File: src/hckc_pkg.sv
// hckc_pkg: shared types and constants for the chained-hash key counter
// no dependencies
`timescale 1ns / 1ps
package hckc_pkg;
   localparam int BUCKETS = 256;
   localparam int ENTRIES = 1024;
   localparam int BKT_W = $clog2(BUCKETS);
   localparam int ENT_W = $clog2(ENTRIES);
   localparam int REF_W = $clog2(ENTRIES + 1);
   localparam int HS_W = 9;
   localparam logic [HS_W-1:0] HASH_SIZE_RESET = 9'd211;

   typedef enum logic [1:0] {
      OP_COUNT  = 2'd0,
      OP_LOOKUP = 2'd1,
      OP_CLEAR  = 2'd2,
      OP_NONE   = 2'd3
   } op_type;

   typedef struct packed {
      logic [1:0]         operation;
      logic signed [31:0] key;
   } req_word_type;

   typedef struct packed {
      logic        found;
      logic [31:0] count;
      logic        full_res;
   } rsp_word_type;

   typedef enum logic [3:0] {
      ST_IDLE, ST_MOD, ST_HEAD_RD, ST_HEAD_WAIT, ST_ENT_RD, ST_ENT_WAIT,
      ST_UPDATE, ST_CLEAR, ST_DONE
   } state_type;
endpackage

File: src/hckc_mod.sv
// hckc_mod: restoring modulo unit, one quotient bit per cycle
// depends on hckc_pkg
`timescale 1ns / 1ps
module hckc_mod (
   input  logic                       clock,
   input  logic                       reset,
   input  logic                       start,
   input  logic [31:0]                dividend,
   input  logic [hckc_pkg::HS_W-1:0]  divisor,
   output logic                       done,
   output logic [hckc_pkg::BKT_W-1:0] remainder
);
   import hckc_pkg::*;
   logic [31:0]     dvd_ff, dvd_in;
   logic [HS_W-1:0] rem_ff, rem_in, div_ff, div_in;
   logic [5:0]      cnt_ff, cnt_in;
   logic            run_ff, run_in, done_ff, done_in;
   logic [HS_W:0]   trial;

   always_comb begin
      dvd_in = dvd_ff; rem_in = rem_ff; div_in = div_ff;
      cnt_in = cnt_ff; run_in = run_ff; done_in = 1'b0;
      trial = {rem_ff, dvd_ff[31]};
      if (start) begin
         dvd_in = dividend; rem_in = '0; cnt_in = 6'd32; run_in = 1'b1;
         div_in = (divisor == '0) ? HS_W'(1) :
                  ((divisor > HS_W'(BUCKETS)) ? HS_W'(BUCKETS) : divisor);
      end else if (run_ff) begin
         dvd_in = {dvd_ff[30:0], 1'b0};
         if (trial >= {1'b0, div_ff}) rem_in = HS_W'(trial - {1'b0, div_ff});
         else rem_in = trial[HS_W-1:0];
         cnt_in = cnt_ff - 6'd1;
         if (cnt_ff == 6'd1) begin
            run_in = 1'b0; done_in = 1'b1;
         end
      end
   end

   always_ff @(posedge clock) begin
      dvd_ff <= dvd_in; rem_ff <= rem_in; div_ff <= div_in; cnt_ff <= cnt_in;
      if (reset) begin
         run_ff <= 1'b0; done_ff <= 1'b0;
      end else begin
         run_ff <= run_in; done_ff <= done_in;
      end
   end

   assign done = done_ff;
   assign remainder = rem_ff[BKT_W-1:0];
endmodule

File: config.mk
export PLATFORM = sky130hd
export DESIGN_NAME = hckc_mod
export DESIGN_NICKNAME = d
export VERILOG_FILES = /design/src/hckc_pkg.sv /design/src/hckc_mod.sv
export SDC_FILE = /design/constraint.sdc
export NUM_CORES = 1
export LEC_CHECK = 0
export BUFFER_PORTS_ARGS = -buffer_cell sky130_fd_sc_hd__buf_2
export CAP_MARGIN = 5
export CORE_MARGIN = 8
export CORE_UTILIZATION = 60
export DETAILED_ROUTE_END_ITERATION = 6
export PLACE_DENSITY = 0.94
export SLEW_MARGIN = 15
export SYNTH_ARGS = -nofsm -noshare
export SYNTH_HDL_FRONTEND = slang
export SYNTH_SLANG_ARGS = --single-unit
File: constraint.sdc
create_clock -name clock -period 3.88 [get_ports clock]
set_input_delay 1.164 -clock clock [delete_from_list [all_inputs] [get_ports clock]]
set_output_delay 1.164 -clock clock [all_outputs]
set_load 0.02 [all_outputs]
After elaboration in Yosys (flattened, before gate mapping):

Cells that the tools add are included.

* logic and storage cells: 25
* register bits: 58
* output and inout bits: 9
* input port bits: 44

* $add $sub $neg: 2
* reductions and logical operators: 4
* equal/unequal tests: 1
* bitwise logic cells: 1
* $lt $le $gt $ge: 2
* mux-type cells: 8

Operators by type and width (number)
* $mux 32: 2
* $mux 9: 2
* $ge 10x9->1: 1
* $gt 9x9->1 const B: 1
* $logic_not 9->1: 1
* $sub 9x9->9: 1
* $eq 6x1->1 const B: 1
* $sub 6x1->6 const B: 1
* $mux 1: 4
* $reduce_or 3->1: 1
* $reduce_bool 2->1: 1
* $reduce_or 2->1: 1
* $not 1->1: 1

Depth between registers and ports, before layout:

Gate-level depths: netlist of run 1.

* depth in word-level cells: 4
* mapped depth: 10
* gate-level depth less buffers: 9

Least setup slack after synthesis of run 1:

Ideal clock, no wire load.

* kind: input -> register
* start point: in start
* end point: reg dvd_ff[0], enable pin
* stages on the path: 3
* required time: 3.505 ns
* arrival: 2.131 ns
* setup time: 0.375 ns
* path slack: 1.375 ns
* path buffers: 2
* cell sequence: clkbuf_1 -> clkbuf_1 -> or2_2

* word-level cells in the longest chain between the ends: 1

Ends and longest elaborated chain
* start, declared: RTL line hckc_mod.sv:7 `input logic start,`
* $reduce_bool 2->1 (no source line)
* end signal, assigned: RTL line hckc_mod.sv:40 `dvd_ff <= dvd_in; rem_ff <= rem_in; div_ff <= div_in; cnt_ff <= cnt_in;`
* end, declared: RTL line hckc_mod.sv:14 `logic [31:0] dvd_ff, dvd_in;`

No other way between the ends.
A chain may end at the register's enable or synchronous reset.

Worst setup path after layout of run 1:

* start point: reg dvd_ff[31]
* end point: reg rem_ff[8]

* word-level cells in the longest chain between the ends: 2
* elaborated cells between the ends (all ways): 3
* those cells by class: add/sub: 1; order compare: 1; mux: 1

Ends and longest elaborated chain
* $sub 9x9->9 / $ge 10x9->1 (equally long branches): RTL line hckc_mod.sv:30 `if (trial >= {1'b0, div_ff}) rem_in = HS_W'(trial - {1'b0, div_ff});`
* $mux 9 *: RTL line hckc_mod.sv:30
* end signal, assigned: RTL line hckc_mod.sv:40
* end, declared: RTL line hckc_mod.sv:15 `logic [HS_W-1:0] rem_ff, rem_in, div_ff, div_in;`

Mark *: on every way between the ends. The rest lies on a longest branch, timed or not.

==> impl.org, run 1 <==
** Setup path
- The signal on the critical path passes through inv_1 > ha_1 > inv_1 > fa_1 > a211oi_4 > o21ai_2 > a211oi_4 > a2111oi_0 > or3_1.
- Stage delay of the slowest cell on the critical path :: 0.61 ns
- Critical path class :: flip-flop to flip-flop
- At the worst endpoint, the required time is roughly 4.1 ns.
- Setup crit start :: dvd_ff[31]$_DFFE_PP_
- Following the worst setup path forward leads to its endpoint at rem_ff[8]$_SDFFE_PP0P_.
- Maximum net fanout on the critical path :: 14
- CP Launch Type :: flip-flop
- The worst setup path is captured at a flip-flop.
- The endpoint identified for the worst register-to-register timing path is rem_ff[8]$_SDFFE_PP0P_.
- Number of cell instances on the worst register-to-register path :: 9
- For this design, the slowest cell found on the critical path is sky130_fd_sc_hd__a211oi_4.
- Source of the worst register-to-register timing path :: dvd_ff[31]$_DFFE_PP_
- Slack of the worst reg-to-reg path :: 1.06 ns
- Arrival time of the worst setup path :: 3.04 ns

** Final layout
- Most frequent standard cell in the layout excluding fill and tap cells :: sky130_fd_sc_hd__buf_2
- From synthesis to final layout, the design area changed by 15.2%.
- Leading cell types in the layout, fill and taps excluded :: 52 x sky130_fd_sc_hd__buf_2, 41 x sky130_fd_sc_hd__edfxtp_1, 31 x sky130_fd_sc_hd__mux2_2
- The repair_antennas step left the layout with diodes totalling 0.
- The count of cells in the finished layout, fillers not included, comes to 373.
- Nets :: 356
- Of the cells placed in the final design, the portion with a size suffix greater than 1 is 35.6%.

** Clock tree
- In this run, post-CTS repair resized a total of 0 instances.
- The number of hold buffers added after CTS was 0.
- Counting the buffers created by CTS gives 9.
- CTS saw 58 sinks.
- Clock-pin slew was measured on the worst setup and hold paths at 0.07 ns.
- In this run the number of H-tree levels came out at 3.
- Counting along the longest clock path gives a buffer depth of 2.
- Clock tree from TritonCTS :: done
- After clock tree synthesis, the setup repair step added 0 buffers.
- Worst-Skew Late Latency :: 0.33 ns
- The root buffer cell chosen for the clock tree is sky130_fd_sc_hd__clkbuf_8.

** Place
- Weighted congestion at the end of routability-driven global placement :: 0.877
- Detailed placement HPWL :: 4.28 mm
- Placed cell count :: around 360
- Buffers placed on the I/O ports in this run total 52.
- Before CTS, the worst setup slack after placement is 1.08 ns.

** Detailed routing
- Vias post-DR :: approximately 2000
- Wire length per cell after detailed routing :: about 16 um
- The final layout contains routed wiring with a total length of 6.02 mm.
- Via-per-instance ratio :: 5.45
- Pre-antenna DRT Iters :: 4
- The detailed router finished its first iteration with around 160 violations.
- DRC :: 0
- The count of nets left with antenna violations once routing finished came out at 0.

** Global routing
- Pin count of the biggest net entering global routing :: 45
- The global routing stage identified its most utilized layer as met2.
- After global routing the overflow that remains totals 0.
- First-pass GRT wire length :: 9.68 mm
- Global routing consumed, over all layers together, 16.6% of the routing resources.
- Met2 Usage GRT :: 27.8%
- For this run, global-route usage on met3 was measured as 3.87%.
- Via count of the first global-routing pass :: just over 2000
- Met1 GRT Util :: 19.2%
- Initial antenna violation count :: 0

** Yosys
- Synthesized area per cell :: 12.1 um^2
- Synth Net Count :: 311
- Multiplexer share of the synthesized area :: 13.1%
- Share of the synthesized area in the top cell type :: 40.3%
- Largest family of logic cells by synthesized area :: multiplexers
- Synth area leaders :: sky130_fd_sc_hd__edfxtp_1 40%, sky130_fd_sc_hd__mux2_2 11%, sky130_fd_sc_hd__dfxtp_1 11%, sky130_fd_sc_hd__ha_1 5.3%, sky130_fd_sc_hd__nor2_1 2.7%
- XOR/XNOR Fraction of Synth Area :: 2.30%
- Summing the areas of all compound-gate instances in the mapped netlist gives 9.23% of the synthesized area.
- Number of enable-type register cells in the synthesized netlist :: 41
- For this run, asynchronously set or reset flops after synthesis account for 0%.
- Synthesis inferred 58 register bits.
- Cells after synthesis :: 253
- Yosys synthesis warning count :: 0
- Simple-gate portion of the synthesized area :: between 10% and 20%
- Summing the areas of all fa, ha and maj instances in the mapped netlist gives under 10% of the synthesized area.
- Yosys mapped the design onto 49 distinct sky130hd cell types.
- Portion of the post-synthesis area used by sequential elements :: between 50% and 60%
- sky130_fd_sc_hd__edfxtp_1 takes more of the synthesized area than any other cell.
- Summing every instance area after synthesis gives between 3000 and 4000 um^2.
- For this run, the leading register cell type out of synthesis is sky130_fd_sc_hd__edfxtp_1.

** Timing
- The number of pins exceeding their max-slew limit in the final report was 0.
- Crit share post-route :: 72.8%
- After layout, the worst setup slack is 1.06 ns.
- Clk_skew :: ~0.01 ns
- RSZ-0062 raised after global routing :: no
- The worst pin sits at a relative slew slack of 45.4%.
- Time the worst path needs with I/O delays and setup :: between 2 and 3 ns
- The final number of hold-violating endpoints was 0.
- For the final routed database, the setup TNS stands at 0 ns.
- Worst hold slack across all endpoints :: 0.511 ns
- Timing would allow up to 0.354 GHz.
- Pin slew with the least headroom to its limit :: 0.817 ns
- Final setup vio count :: 0

** Worst hold path
- Number of cells traversed by the worst hold path :: 2
- Worst hold-check path type :: flip-flop to flip-flop

** Power
- Part of the total power dissipated in combinational logic :: 17.7%
- Pwr Density :: 479 nW/um^2
- Clk pwr share :: 36.6%
- Reg power frac :: a little under half
- The analysis attributes to net switching a power of about 430 uW.
- Switching fraction of total power :: 25.8%
- Across the VDD grid, the largest voltage drop is 0.425 mV.
- Standby leakage power :: 0.00149 uW
- Internal power comes to 1250 uW.

** Die
- The floorplan has 26 rows.
- The die is 87.3 um tall.
- The initial utilization of the core area, before any placement, comes to approximately three fifths.
- 53 I/O pins were placed.
- Die width :: a little under 90 um
- The die covers approximately 7600 um^2.
- Area of the core region :: 5010 um^2

** Flow run
- Max-cap violations in this run came to 0.

** Run status
- Outcome :: complete, no violations
[final cells by class]
cell class | count | area (um^2)
sequential | 58 | 1570
fill | 375 | 1490
multi-input combinational | 161 | 1310
timing repair buffer | 53 | 268
clock buffer | 11 | 141
tap | 70 | 87.6
clock inverter | 5 | 78.8
inverter | 15 | 56.3
[registers in the layout, indices dropped and copies added (netlist names)]
| signal | flops |
|---|---|
| dvd_ff | 32 |
| cnt_ff | 6 |
| div_ff | 9 |
| rem_ff | 9 |
| done | 1 |
| run_ff | 1 |
[synthesized netlist by cell type, types with 2 or more instances]
cell                       number
sky130_fd_sc_hd__edfxtp_1      41
sky130_fd_sc_hd__mux2_2        31
sky130_fd_sc_hd__nor2_1        22
sky130_fd_sc_hd__dfxtp_1       17
sky130_fd_sc_hd__inv_1         15
sky130_fd_sc_hd__ha_1          13
sky130_fd_sc_hd__and2_1         8
sky130_fd_sc_hd__buf_4          8
sky130_fd_sc_hd__a211oi_1       7
sky130_fd_sc_hd__nand2_1        7
sky130_fd_sc_hd__nand2b_1       7
sky130_fd_sc_hd__a21oi_1        6
sky130_fd_sc_hd__clkbuf_1       6
sky130_fd_sc_hd__mux2i_1        5
sky130_fd_sc_hd__nor3_1         5
sky130_fd_sc_hd__xor2_1         5
sky130_fd_sc_hd__a21o_1         3
sky130_fd_sc_hd__a311oi_1       3
sky130_fd_sc_hd__nand3_1        3
sky130_fd_sc_hd__xnor2_1        3
sky130_fd_sc_hd__a211o_1        2
sky130_fd_sc_hd__a211oi_4       2
sky130_fd_sc_hd__a31o_1         2
sky130_fd_sc_hd__buf_1          2
sky130_fd_sc_hd__buf_2          2
sky130_fd_sc_hd__nor3b_1        2
sky130_fd_sc_hd__nor4_1         2
sky130_fd_sc_hd__o211ai_1       2
sky130_fd_sc_hd__o21ai_0        2
[critical path, delay by kind of cell, from the launching register on]
family                   cells  cell delay, ns
buffers and inverters        2            0.16
adder cells (fa/ha/maj)      2            0.61
flip-flops                   1            0.36
AO/OA/AOI/OAI                4            1.19
AND/OR/NAND/NOR              1            0.39
[routing by layer]
layer / share of wire (%) / vias to the layer above
met5: 0 / -
met4: 0.85 / 0
met3: 5.0 / 5
met2: 51 / 50
met1: 43 / 976
li1: - / 1000
[cells by family after synthesis]
kind of cell             Yosys count
AND/OR/NAND/NOR                   68
XOR/XNOR                           8
buffers and inverters             34
multiplexers                      36
AO/OA/AOI/OAI                     35
adder cells (fa/ha/maj)           14
flip-flops                        58
[power groups by stage]
stage	combinational (uW)	clock, uW	sequential, uW
after floorplan	242	0	767
after global placement	280	0	778
after detailed placement	291	0	783
after CTS	298	622	770
after global routing	326	649	777
final	298	616	770
[through the flow]
step                      total power [uW]  utilization [%]  area [um^2]
final                                 1680             70.2         3520
after global routing                  1750             70.2         3520
after CTS                             1690             70.2         3520
after detailed placement              1070             65.8         3300
after global placement                1060             65.8         3300
after floorplan                       1010                -         3050
[worst min path at each step]
stage | start | end | slack (ns)
after floorplan | cnt_ff[5]$_SDFFE_PP1P_ | cnt_ff[5]$_SDFFE_PP1P_ | 0.46
after global placement | cnt_ff[5]$_SDFFE_PP1P_ | cnt_ff[5]$_SDFFE_PP1P_ | 0.48
after detailed placement | cnt_ff[5]$_SDFFE_PP1P_ | cnt_ff[5]$_SDFFE_PP1P_ | 0.50
after CTS | rem_ff[6]$_SDFFE_PP0P_ | rem_ff[7]$_SDFFE_PP0P_ | 0.52
after global routing | rem_ff[6]$_SDFFE_PP0P_ | rem_ff[7]$_SDFFE_PP0P_ | 0.54
final | rem_ff[6]$_SDFFE_PP0P_ | rem_ff[7]$_SDFFE_PP0P_ | 0.51
(Power assumes the default switching activity.)
==> inputs of run 2 (changes only) <==
- CORE_UTILIZATION: 60 -> 50
- PLACE_DENSITY: 0.94 -> 0.84
- clock period: 3.88 -> 2.3 ns (I/O delays scaled with it)
==> impl.org, run 2 (synthesis results as in run 1) <==
** Run status
- The checks that failed: setup timing.
- Outcome :: finished, violations left

** Power
- Clk pwr share :: 34.4% (-2.2 points)
- The power spent charging and discharging nets was 749 uW (+72%).
- Pwr Density :: 781 nW/um^2 (+63%)
- The static leakage was 0.00158 uW (+5.8%).
- Part of the total power dissipated in combinational logic :: 20.7% (+3.0 points)
- The net switching fraction of the power came to 25.9% (+0.092 points).
- The worst voltage drop across the vdd grid is 0.517 mV (+22%).
- Int Pwr :: 2140 uW (+71%)
- Reg power frac :: 44.8% (-0.9 points)

** Setup path
- Slack of the worst reg-to-reg path :: -0.03 ns (-1.09 ns)
- Source of the worst register-to-register timing path :: dvd_ff[31]$_DFFE_PP_
- CP Launch Type :: flip-flop
- Worst path required time :: 2.54 ns (-1.56 ns)
- The largest driver fanout on the critical path came to 4 (-10).
- Arrival time of the worst setup path :: 2.57 ns (-0.47 ns)
- The critical path in this run is classified as flip-flop to flip-flop.
- Tracing the worst setup path back leads to its startpoint at dvd_ff[31]$_DFFE_PP_.
- The worst setup path is captured at a flip-flop.

** Place
- Weighted congestion at the end of routability-driven global placement :: 0.831 (-5.2%)
- Number of port buffers :: 52 (unchanged)
- The final HPWL from detailed placement was 4.52 mm (+5.5%).
- The cell count after placement came to 374 (+4.8%).
- Setup Slack @ Placement :: -0.101 ns (-1.18 ns)

** Detailed routing
- Routed wire length on met2 :: 3.24 mm (+5.2%)
- Met3 Routed Length :: 366 um (+22%)
- The number of antenna-violating nets in the routed design was 0 (unchanged).
- Highest routed layer :: met4
- DRC violation total after the first TritonRoute iteration :: 147 (-9.3%)
- Wire length on met1 :: 2.56 mm (-0.89%)
- The mean routed wirelength per cell came to 15.9 um (-1.4%).
- Vias post-DR :: 2086 (+2.7%)
- The total length of routed wires came to 6.28 mm (+4.4%).
- The detailed-route DRC error count was 0 (unchanged).
- The number of vias per cell after detailed routing came to 5.28 (-3.0%).
- Pre-antenna DRT Iters :: 4 (unchanged)

** Clock tree
- Number of buffers on the longest clock path :: 2 (unchanged)
- The tree is rooted in a sky130_fd_sc_hd__clkbuf_8.
- Clock tree from TritonCTS :: done
- The number of CTS-inserted buffers came to 9 (unchanged).
- The CTS sink count was 58 (unchanged).
- Clock-pin slew on the worst setup and hold paths :: 0.06 ns (about the same)
- The level count of the clock H-tree was 3 (unchanged).
- Total of hold buffers inserted after clock tree synthesis :: 0 (unchanged)
- The latest clock arrival within the worst-skew pair is 0.33 ns (about the same).

** Die
- The die height is 94.1 um (+7.8%).
- The initial cell density of the core is 51.5% (-9.4 points).
- The floorplan die area was 8860 um^2 (+16%).
- The horizontal die dimension was 94.1 um (+7.8%).
- Area of the core region :: 5920 um^2 (+18%)
- The number of placement rows is 28 (+7.7%).
- Count of boundary I/O pins :: 53 (unchanged)

** Flow run
- The max-capacitance violation count is 0 (unchanged).

** Final layout
- The share of post-route cells with drive strength above 1 came to 40.9% (+5.3 points).
- Area growth, synth to finish :: 21.4%
- The number of flip-flops in the largest register was 32 (unchanged).
- The layout filler cell count came to 466 (+24%).
- Registers with the highest flip-flop counts :: dvd_ff x32, div_ff x9, rem_ff x9
- The number of inserted diodes is 0 (unchanged).
- Counting flops per register, the top entry is dvd_ff.
- Leading cell types in the layout, fill and taps excluded :: 52 x sky130_fd_sc_hd__buf_2, 41 x sky130_fd_sc_hd__edfxtp_1, 31 x sky130_fd_sc_hd__mux2_2
- Most frequent standard cell in the layout excluding fill and tap cells :: sky130_fd_sc_hd__buf_2
- The number of nets in the layout came to 373 (+4.8%).
- Number of standard cells in the final layout excluding fillers :: 395 (+5.9%)

** Worst hold path
- In this run the most critical hold path is launched from cnt_ff[5]$_SDFFE_PP1P_.
- The path class of the tightest hold or removal check is flip-flop to flip-flop.

** Global routing
- First-pass GRT wire length :: 10.1 mm (+4.1%)
- Initial antenna violation count :: 0 (unchanged)
- The global-route usage over all layers is 14.8% (-1.8 points).
- The number of global-route vias before repair came to 2217 (+7.5%).
- Pin count of the biggest net entering global routing :: 40 (-11%)
- Residual overflow from global routing :: 0 (unchanged)

** Timing
- The minimum clock period was 2.33 ns (-0.490 ns).
- The highest achievable clock rate came to 0.429 GHz (+21%).
- The number of pins exceeding their max-slew limit in the final report was 0 (unchanged).
- Final setup margin :: -0.0332 ns (-1.09 ns)
- Clk_skew :: 0.00593 ns (-0.00402 ns)
- Setup repair after global routing could not meet its margin everywhere.
- The final number of hold-violating endpoints is 0 (unchanged).
- Rel. slew slack :: 46.8% (+1.4 points)
- The number of failing setup endpoints in the final timing report came to 5 (+5).
- Crit share post-route :: 101% (+29 points)
- The actual slew at the worst max-slew pin came to 0.796 ns (-0.0213 ns).
## run 2: changes by cell type in the layout (fill, tap and decap cells not counted), sizes merged
| cell | delta |
|---|---|
| clkbuf | -1 |
| buf | +17 |
| clkinvlp | +1 |
## run 2: cell type report
cell class | instances | area, um^2 | share of cell area (%)
flip-flops and latches | 58 | 1570 | 42.4
multi-input cells | 161 | 1340 | 36.2
repair buffers | 70 | 432 | 11.7
clock buffers | 10 | 128 | 3.45
well taps | 75 | 93.8 | 2.53
clock inverters | 6 | 81.3 | 2.20
inverters | 15 | 56.3 | 1.52
## run 2: power by group through the flow
stage	registers (uW)	logic, uW	clock network, uW
3_5_place_dp	1310	551	0
5_1_grt	1310	657	1060
3_3_place_gp	1310	530	0
4_1_cts	1300	586	1010
6_report	1300	600	995
2_1_floorplan	1290	407	0
## run 2: final timing paths
kind	end	cells after the start
max	rem_ff[7]$_SDFFE_PP0P_	10
min	cnt_ff[5]$_SDFFE_PP1P_	2
max reg2reg	rem_ff[7]$_SDFFE_PP0P_	10
min reg2reg	cnt_ff[5]$_SDFFE_PP1P_	2
## run 2: critical path: stages (launching register included)
cell	delay, ns
sky130_fd_sc_hd__edfxtp_1	0.38
sky130_fd_sc_hd__inv_2	0.09
sky130_fd_sc_hd__ha_4	0.13
sky130_fd_sc_hd__inv_2	0.04
sky130_fd_sc_hd__fa_2	0.38
sky130_fd_sc_hd__a211oi_4	0.23
sky130_fd_sc_hd__o21ai_2	0.12
sky130_fd_sc_hd__a211oi_4	0.37
sky130_fd_sc_hd__buf_6	0.17
sky130_fd_sc_hd__nand2_1	0.06
sky130_fd_sc_hd__a311oi_1	0.28
## run 2: routing by layer
metal | track usage, % | vias to the layer above
met5 | 0 | -
met4 | 8.06 | 0
met3 | 4.88 | 13
met2 | 24.4 | 59
met1 | 16.6 | 984
li1 | - | 1030
## run 2: per-stage QoR
stage                     total power, uW  cell area [um^2]  hold WS (ns)  TNS (ns)  util [%]
after global placement               1840              3420         0.480         0      57.7
after detailed placement             1870              3420         0.509    -0.598      57.7
after CTS                            2890              3680         0.509   -0.0989      62.2
after floorplan                      1700              3050         0.465         0         -
after global routing                 3020              3700         0.519    -0.934      62.6
final                                2890              3700         0.514   -0.0867      62.6
## run 2: repair_timing
action / CTS / global route
pin swaps: 8 / 5
setup buffers: 3 / 2
gates resized for setup: 10 / 2
endpoints found under the setup margin: 8 / 9
==> inputs of run 3 (changes only) <==
- CORE_MARGIN: 8 -> 5
==> impl.org, run 3 (synthesis results as in run 1) <==
** Run status
- Outcome :: complete, no violations

** Global routing
- Residual overflow from global routing :: 0 (unchanged)
- Initial antenna violation count :: 0 (unchanged)
- Most utilized layer in the global route result :: met2
- Global routing met3 resource utilization :: 3.95% (-0.93 points)
- The met1 global-route usage was 20.4% (+3.8 points).
- The global-route wire length before repair is 9.55 mm (-5.2%).
- Via count of the first global-routing pass :: 2075 (-6.4%)
- The maximum number of pins on one net before global-route repair is 33 (-18%).
- The met2 track utilization from global routing was 26.4% (+2.0 points).
- Global routing usage summed across all routing layers :: 16.6% (+1.8 points)

** Place
- The final HPWL from detailed placement came to 4.15 mm (-8.2%).
- The number of buffer cells added on primary ports was 52 (unchanged).
- The global placer's final weighted congestion was 0.858 (+3.2%).
- The cell count after placement came to 375 (+0.27%).
- The placement-stage worst setup slack is -0.0821 ns (+0.0185 ns).

** Final layout
- Number of standard cells in the final layout excluding fillers :: 393 (-0.51%)
- Diodes inserted :: 0 (unchanged)
- The storage element area is 1570 um^2 (unchanged).
- Max reg flops :: 32 (unchanged)
- Leaving out fill and tap cells, the most frequent cell in the layout is sky130_fd_sc_hd__buf_2.
- Leaving out fill and tap cells, the most frequent cells in the layout are 52 x sky130_fd_sc_hd__buf_2, 41 x sky130_fd_sc_hd__edfxtp_1, 31 x sky130_fd_sc_hd__mux2_2.
- The area used by multi-input combinational logic came to 1340 um^2 (-0.37%).
- Fillcell total :: 457 (-1.9%)
- Relative to the synthesized area, the layout overhead comes to 20.9%.
- The number of nets in the layout was 371 (-0.54%).
- dvd_ff holds more flip-flops than any other register.
- Fraction of final layout cells with drive strength greater than 1 :: 40.3% (-0.69 points)
- Registers with the highest flip-flop counts :: dvd_ff x32, div_ff x9, rem_ff x9

** Timing
- Final Hold Vio Count :: 0 (unchanged)
- The worst clock skew was 0.00795 ns (+0.00203 ns).
- The minimum clock period was 2.28 ns (-0.0576 ns).
- The highest achievable clock rate is 0.439 GHz (+2.5%).
- Total negative slack :: 0 ns (+0.0867 ns)
- The worst-case headroom to the max-slew limit came to 45.8% (-1.0 points).
- Final setup margin :: 0.0244 ns (+0.0576 ns)
- The portion of the clock cycle consumed by the worst path in the final layout is 98.9% (-2.5 points).
- RSZ-0062 raised after global routing :: yes
- The actual slew at the worst max-slew pin was 0.812 ns (+0.0155 ns).
- The number of failing setup endpoints in the final timing report is 0 (-5).
- Final count of pins violating max slew :: 0 (unchanged)

** Die
- Die width :: 88.1 um (-6.4%)
- Row count :: 28 (unchanged)
- Die footprint :: 7770 um^2 (-12%)
- Die span in y :: 88.1 um (-6.4%)
- The placeable core region was 5920 um^2 (unchanged).
- The initial cell density of the core came to 51.5% (unchanged).
- The count of boundary I/O pins was 53 (unchanged).

** Clock tree
- Number of buffers on the longest clock path :: 2 (unchanged)
- The latest clock arrival within the worst-skew pair is 0.34 ns (about the same).
- The CTS sink count was 58 (unchanged).
- Clock tree from TritonCTS :: done
- The cell sitting at the root of the clock tree is a sky130_fd_sc_hd__clkbuf_8.
- The count of hold buffers inserted by post-cts repair was 0 (unchanged).
- Clock-pin slew on the worst setup and hold paths :: 0.07 ns (about the same)
- CTS Buf Count :: 9 (unchanged)
- # H-tree levels :: 3 (unchanged)

** Power
- The static leakage was 0.00158 uW (-0.26%).
- Pwr Density :: 791 nW/um^2 (+1.3%)
- Peak supply drop :: 0.520 mV (+0.56%)

** Setup path
- Crit path max-delay family :: compound AO/OA/AOI/OAI gates
- STA classifies the critical path startpoint as a flip-flop.
- Cells along the critical path :: inv_2 > ha_4 > inv_2 > fa_2 > a211oi_4 > o21ai_2 > a211oi_4 > buf_6 > mux2i_1 > a211oi_1
- Worst path required time :: 2.48 ns (-0.06 ns)
- Kind of end point of the critical path :: flip-flop
- The largest driver fanout on the critical path was 4 (unchanged).
- The buffers plus inverters on the worst setup path was 3 (unchanged).
- Standard cell with the maximum stage delay on the critical path :: sky130_fd_sc_hd__edfxtp_1
- Arrival time of the worst setup path :: 2.45 ns (-0.12 ns)
- Stage delay of the slowest cell on the critical path :: 0.37 ns (about the same)
- The worst setup path is of the flip-flop to flip-flop kind.

** Worst hold path
- The tightest min-delay check is of the flip-flop to flip-flop type.

** Detailed routing
- DRC violation total after the first TritonRoute iteration :: 122 (-17%)
- The iteration count of the initial detailed-routing pass is 4 (unchanged).
- Wire length per cell after detailed routing :: 14.9 um (-6.6%)
- Vias post-DR :: 2055 (-1.5%)
- Via-per-instance ratio :: 5.23 (-0.98%)
- Post-route ant nets :: 0 (unchanged)
- DRC :: 0 (unchanged)
- The total length of routed wires is 5.84 mm (-7.0%).

** Flow run
- Maximum capacitance violations :: 0 (unchanged)
==> run 3: worst paths after layout <==
kind / end / start / slack (ns) / cells after the start
worst min register to register: cnt_ff[5]$_SDFFE_PP1P_ / cnt_ff[5]$_SDFFE_PP1P_ / 0.51 / 2
worst min-delay path: cnt_ff[5]$_SDFFE_PP1P_ / cnt_ff[5]$_SDFFE_PP1P_ / 0.51 / 2
worst max register to register: rem_ff[1]$_SDFFE_PP0P_ / dvd_ff[31]$_DFFE_PP_ / 0.02 / 10
worst max-delay path: rem_ff[1]$_SDFFE_PP0P_ / dvd_ff[31]$_DFFE_PP_ / 0.02 / 10
==> run 3: final cells by class <==
type	instances	area share, %
Multi-Input combinational cell	161	36.2
Sequential cell	58	42.6
Clock inverter	5	2.10
Clock buffer	11	3.83
Inverter	15	1.53
Tap cell	75	2.54
Timing Repair Buffer	68	11.2
==> run 3: stage by stage <==
step	total power, uW	hold WS, ns	util [%]	instance area (um^2)
after floorplan	1700	0.465	-	3050
after global placement	1840	0.478	57.8	3420
after detailed placement	1860	0.496	57.8	3420
after CTS	2910	0.506	61.8	3660
after global routing	3050	0.510	62.3	3690
final	2920	0.506	62.3	3690
==> run 3: what timing repair did <==
item	in CTS	in global routing
endpoints found under the setup margin	8	9
cloned	0	0
gates resized for setup	2	7
pin swaps	4	5
buffers inserted	1	1
==> run 3: where the power goes <==
part	internal (uW)	leakage [uW]	switching, uW
Sequential	1240	0.000549	56.9
Clock	636	0.000111	411
Combinational	291	0.000915	285
==> run 3: worst min-delay path, stage by stage (launching register included) <==
cell and delay [ns]:
sky130_fd_sc_hd__dfxtp_1 0.35, sky130_fd_sc_hd__xor2_1 0.07, sky130_fd_sc_hd__nand2b_1 0.06
==> run 3: layer usage <==
metal  up-vias  share of wire, %
met5         -                 0
met4         0               2.7
met3        10               4.9
met2        42                49
met1       976                43
li1       1027                 -
